[src/hdl/snell_refraction_direction_defines.svh]
// Assertion macros for the refraction block.
// Used by snell_refraction_direction.sv; needs clk and rst_n in scope.
`ifndef SNELL_REFRACTION_DIRECTION_DEFINES_SVH
`define SNELL_REFRACTION_DIRECTION_DEFINES_SVH

// same-cycle implication, off while in reset
`define SRD_ASSERT_IMP(label, ante, cons, msg) \
  label: assert property (@(posedge clk) disable iff (!rst_n) (ante) |-> (cons)) \
    else $error(msg);

// next-cycle implication, off while in reset
`define SRD_ASSERT_NXT(label, ante, cons, msg) \
  label: assert property (@(posedge clk) disable iff (!rst_n) (ante) |=> (cons)) \
    else $error(msg);

`endif

[src/hdl/srd_isqrt.sv]
// Pipelined integer square root, one result bit per stage, sideband carried along.
// No package dependencies; instantiated by snell_refraction_direction.
module srd_isqrt #(
  parameter int IN_W   = 62,
  parameter int SIDE_W = 8
) (
  input  logic              clk,
  input  logic              rst_n,
  input  logic              en,
  input  logic              in_vld,
  input  logic [IN_W-1:0]   in_x,
  input  logic [SIDE_W-1:0] in_side,
  output logic              out_vld,
  output logic [IN_W/2-1:0] out_root,
  output logic [SIDE_W-1:0] out_side
);
  localparam int RT_W = IN_W / 2;
  localparam int AW   = IN_W + 2;

  logic [RT_W-1:0]   vld_r;
  logic [IN_W-1:0]   rem_r    [RT_W];
  logic [IN_W-1:0]   rem_nxt  [RT_W];
  logic [IN_W-1:0]   rem_in   [RT_W];
  logic [RT_W-1:0]   root_r   [RT_W];
  logic [RT_W-1:0]   root_nxt [RT_W];
  logic [RT_W-1:0]   root_in  [RT_W];
  logic [SIDE_W-1:0] side_r   [RT_W];

  always_comb begin
    rem_in[0]  = in_x;
    root_in[0] = '0;
    for (int j = 1; j < RT_W; j++) begin
      rem_in[j]  = rem_r[j-1];
      root_in[j] = root_r[j-1];
    end
  end

  // rem holds x - root^2; try setting the next root bit
  always_comb begin
    logic [AW-1:0] trial;
    for (int j = 0; j < RT_W; j++) begin
      trial = (AW'(root_in[j]) << (RT_W - j)) + (AW'(1) << (2 * (RT_W - 1 - j)));
      if (AW'(rem_in[j]) >= trial) begin
        rem_nxt[j]  = IN_W'(AW'(rem_in[j]) - trial);
        root_nxt[j] = root_in[j] | (RT_W'(1) << (RT_W - 1 - j));
      end else begin
        rem_nxt[j]  = rem_in[j];
        root_nxt[j] = root_in[j];
      end
    end
  end

  always_ff @(posedge clk) begin
    if (!rst_n) begin
      vld_r <= '0;
    end else if (en) begin
      vld_r <= (vld_r << 1) | RT_W'(in_vld);
    end
  end

  always_ff @(posedge clk) begin
    if (en) begin
      for (int j = 0; j < RT_W; j++) begin
        rem_r[j]  <= rem_nxt[j];
        root_r[j] <= root_nxt[j];
      end
      side_r[0] <= in_side;
      for (int j = 1; j < RT_W; j++) begin
        side_r[j] <= side_r[j-1];
      end
    end
  end

  assign out_vld  = vld_r[RT_W-1];
  assign out_root = root_r[RT_W-1];
  assign out_side = side_r[RT_W-1];

endmodule

[config.mk]
export PLATFORM = sky130hd
export DESIGN_NAME = srd_isqrt
export DESIGN_NICKNAME = d
export VERILOG_FILES = /design/src/hdl/snell_refraction_direction_defines.svh /design/src/hdl/srd_isqrt.sv
export SDC_FILE = /design/constraint.sdc
export NUM_CORES = 2
export LEC_CHECK = 0
export BUFFER_PORTS_ARGS = -buffer_cell sky130_fd_sc_hd__buf_2
export CORE_MARGIN = 1
export CORE_UTILIZATION = 25
export DETAILED_ROUTE_END_ITERATION = 10
export PLACE_DENSITY_LB_ADDON = 0.12
export SETUP_SLACK_MARGIN = 0.05
export SYNTH_ARGS = -nofsm -noshare
export SYNTH_HDL_FRONTEND = slang
export SYNTH_SLANG_ARGS = --single-unit
[constraint.sdc]
create_clock -name clk -period 7.4 [get_ports clk]
set_input_delay 0.74 -clock clk [delete_from_list [all_inputs] [get_ports clk]]
set_output_delay 0.74 -clock clk [all_outputs]
set_load 0.03 [all_outputs]
==> qor.txt <==
Buffers on Ports = 113
Final Hold Vio Count = 0
Final cell count without fillers = 16440
Wire per inst = 21.57 um
Root buffer cell = clkbuf_16
Total Power = 44.75 mW
DRT iter0 DRCs = 5997
Setup TNS = 0 ns
Max-slew violations = 0
Least-Margin Pin Slew = 1.386 ns
Synth async-reset ratio = 0%
Post-synthesis sequential area ratio = 64.83%
Worst-path clk slew = 0.06 ns
# resized after CTS = 0
Max-cap viol count = 0
Drt drc = 0
CTS buffer count = 326
Synth Warn # = 0
Bufs on Longest Clock Path = 4
Initial core utilization = 25.15%
Hold Startpoint = in_x[61]
H-tree levels = 5
Layout Utilization = 29.28%
Crit path max fanout = 50
Final setup fails = 0
Number of synthesized flops with an enable pin = 2604
Average size of a mapped cell = 12.99 um^2
Clock Latency Late Sink = 0.97 ns
Netlist Area Pre-Place = 121600 um^2
Row cnt = 255
DIE WIDTH = 699.3 um
Largest net degree at the start of global routing = 171
Share of cells above drive strength 1 = 7.904%
Final nets = 10340
Post-CTS setup buffers = 0
Worst Path Arrival = 5.78 ns
R2R depth = 13
Via count = 75360
CTS tree = built
Vias per inst = 4.584
CP Class = register to register
TritonCTS sink count = 2635
Final HPWL DP = 267300 um
Worst reg-to-reg setup slack = 2.38 ns
GRT Overall Usage = 14.03%
Status = finished, final reports clean
RR Endpoint = rem_r[1][607]
DIE AREA = 489000 um^2
Pwr Density = 316.2 nW/um^2
Core Box Area = 483400 um^2
Antenna Nets Post-Route = 0
Worst Setup SP = root_r[1][276]
First-pass GRT wire length = 516100 um
RD Place Congestion = 0.8612
Max Freq = 199.3 MHz
Post-synth top flop = edfxtp_1
Setup crit start kind = register
Yosys top cell area share = 64.32%
Flops & latches, synth = 2635
Tmin final = 5.018 ns
Lkg Pwr = 51.31 nW
Total wire length = 354600 um
Dominant cell type by area after synthesis = edfxtp_1
Crit Reg-Reg Startpoint = root_r[1][276]
RSZ-0062 raised after global routing = false
Period utilization = 67.81%
DRT Pass-1 Iters = 7
Initial antenna violation count = 21
Worst Path Required = 8.16 ns
Clk_skew = 0.05661 ns
Slew headroom = 6.716%
Hold Buf Count CTS = 69
Crit path capture = rem_r[1][607]
Most frequent cell after synthesis = edfxtp_1
Critical Path End Type = register
Class of the worst hold path = input port to register
Post-Syn Instances = 9355
Area growth syn-to-layout = 16.41%
Peak supply drop = 0.1919 mV
Die Span Y = 699.3 um
I/O pin total = 114
Vias in the first global route = 75270
Top post-synthesis cells by area = edfxtp_1 (64%), ha_1 (5.4%), xnor2_1 (3.1%)
Syn nets = 9954
Post-Place Cells = 15770
Grt total ovfl = 0
Post-synth top cells = edfxtp_1 (2604), inv_1 (673), nand2_1 (649), nor2_1 (562), ha_1 (525)
Synth unique cells = 97
[worst max-delay path, stage by stage (launching register included)]
cell and delay, ns:
edfxtp_1 0.40, inv_1 0.06, ha_1 0.46, nand3_1 0.36, nor3_1 0.58, nand4_1 0.54
nor3_1 0.31, a21oi_1 0.14, o31a_2 0.16, buf_4 0.27, inv_1 0.48, nand2b_1 0.22
or4_1 0.57, o31ai_1 0.27
[through the flow]
step	area, um^2	setup slack, ns	hold slack [ns]
2_1_floorplan	121600	3.824	0.4003
3_3_place_gp	130200	2.436	0.4002
3_5_place_dp	130200	2.459	0.4045
4_1_cts	141500	2.409	0.03390
5_1_grt	141500	2.011	0.1171
6_report	141500	2.382	0.1699
[cell families after synthesis]
logic type | share of synthesized area, %
buf+inv | 2.730
compound gates | 8.773
flops | 64.83
xor+xnor | 5.878
simple gates | 11.38
fa+ha+maj | 5.404
mux | 0.9984
[sequential cells by signal (all words and copies together), names as in the netlist]
| signal | count |
|---|---|
| vld_r | 31 |
| side_r | 248 |
| rem_r | 1860 |
| root_r | 496 |
[final cells by class]
| cell class | instances | area, um^2 |
|---|---|---|
| tap | 6425 | 8039 |
| clock inverter | 192 | 2019 |
| clock buffer | 393 | 8547 |
| multi-input combinational | 5854 | 39550 |
| inverter | 674 | 2530 |
| fill | 48880 | 341900 |
| sequential | 2635 | 78820 |
| timing repair buffer | 247 | 1972 |
| antenna | 19 | 47.55 |
[metal layers]
metal	global-route usage, %	wire (um)
met5	0	13
met4	4.145	10920
met3	2.147	15160
met2	23.07	165500
met1	19.06	163000
[cell usage in the layout, fill, tap and decap left out, types with 36 or more instances in the layout]
master	synthesis	routed
edfxtp_1	2604	2604
inv_1	673	673
nand2_1	649	649
nor2_1	562	562
ha_1	525	525
a21oi_1	521	520
o21ai_0	464	464
xnor2_1	425	425
xor2_1	389	389
clkbuf_16	0	332
nor4_1	310	306
nor3_1	239	239
a21o_1	215	215
nand3_1	157	157
nand4_1	142	142
buf_2	12	112
nand2b_1	108	108
or3_1	104	104
nor2b_1	95	95
o21a_1	88	88
clkinv_1	1	71
dlygate4sd3_1	0	69
nor4b_1	62	62
mux2_2	62	62
or4_1	61	61
clkbuf_1	159	60
o31ai_1	52	52
o21bai_1	51	51
buf_4	8	48
mux2i_1	41	41
clkinv_2	0	40
a31oi_1	39	38
a211oi_1	36	36
[worst min-delay path by stage]
stage / end / slack [ns] / depth (start not counted)
3_3_place_gp: side_r[1][31] / 0.40 / 0
4_1_cts: rem_r[0][61] / 0.03 / 3
3_5_place_dp: side_r[0][123] / 0.40 / 0
2_1_floorplan: side_r[0][100] / 0.40 / 0
6_report: rem_r[0][61] / 0.17 / 3
5_1_grt: rem_r[0][61] / 0.12 / 3
[report_power, final]
group / total, mW / switching [mW] / leakage, nW / internal [mW]
clock: 16.0 / 6.63 / 5.08 / 9.37
sequential: 20.4 / 1.63 / 25.3 / 18.8
combinational: 8.36 / 5.09 / 20.9 / 3.27
total: 44.8 / 13.3 / 51.3 / 31.4
No activity file was read; power rests on OpenSTA's default activity.
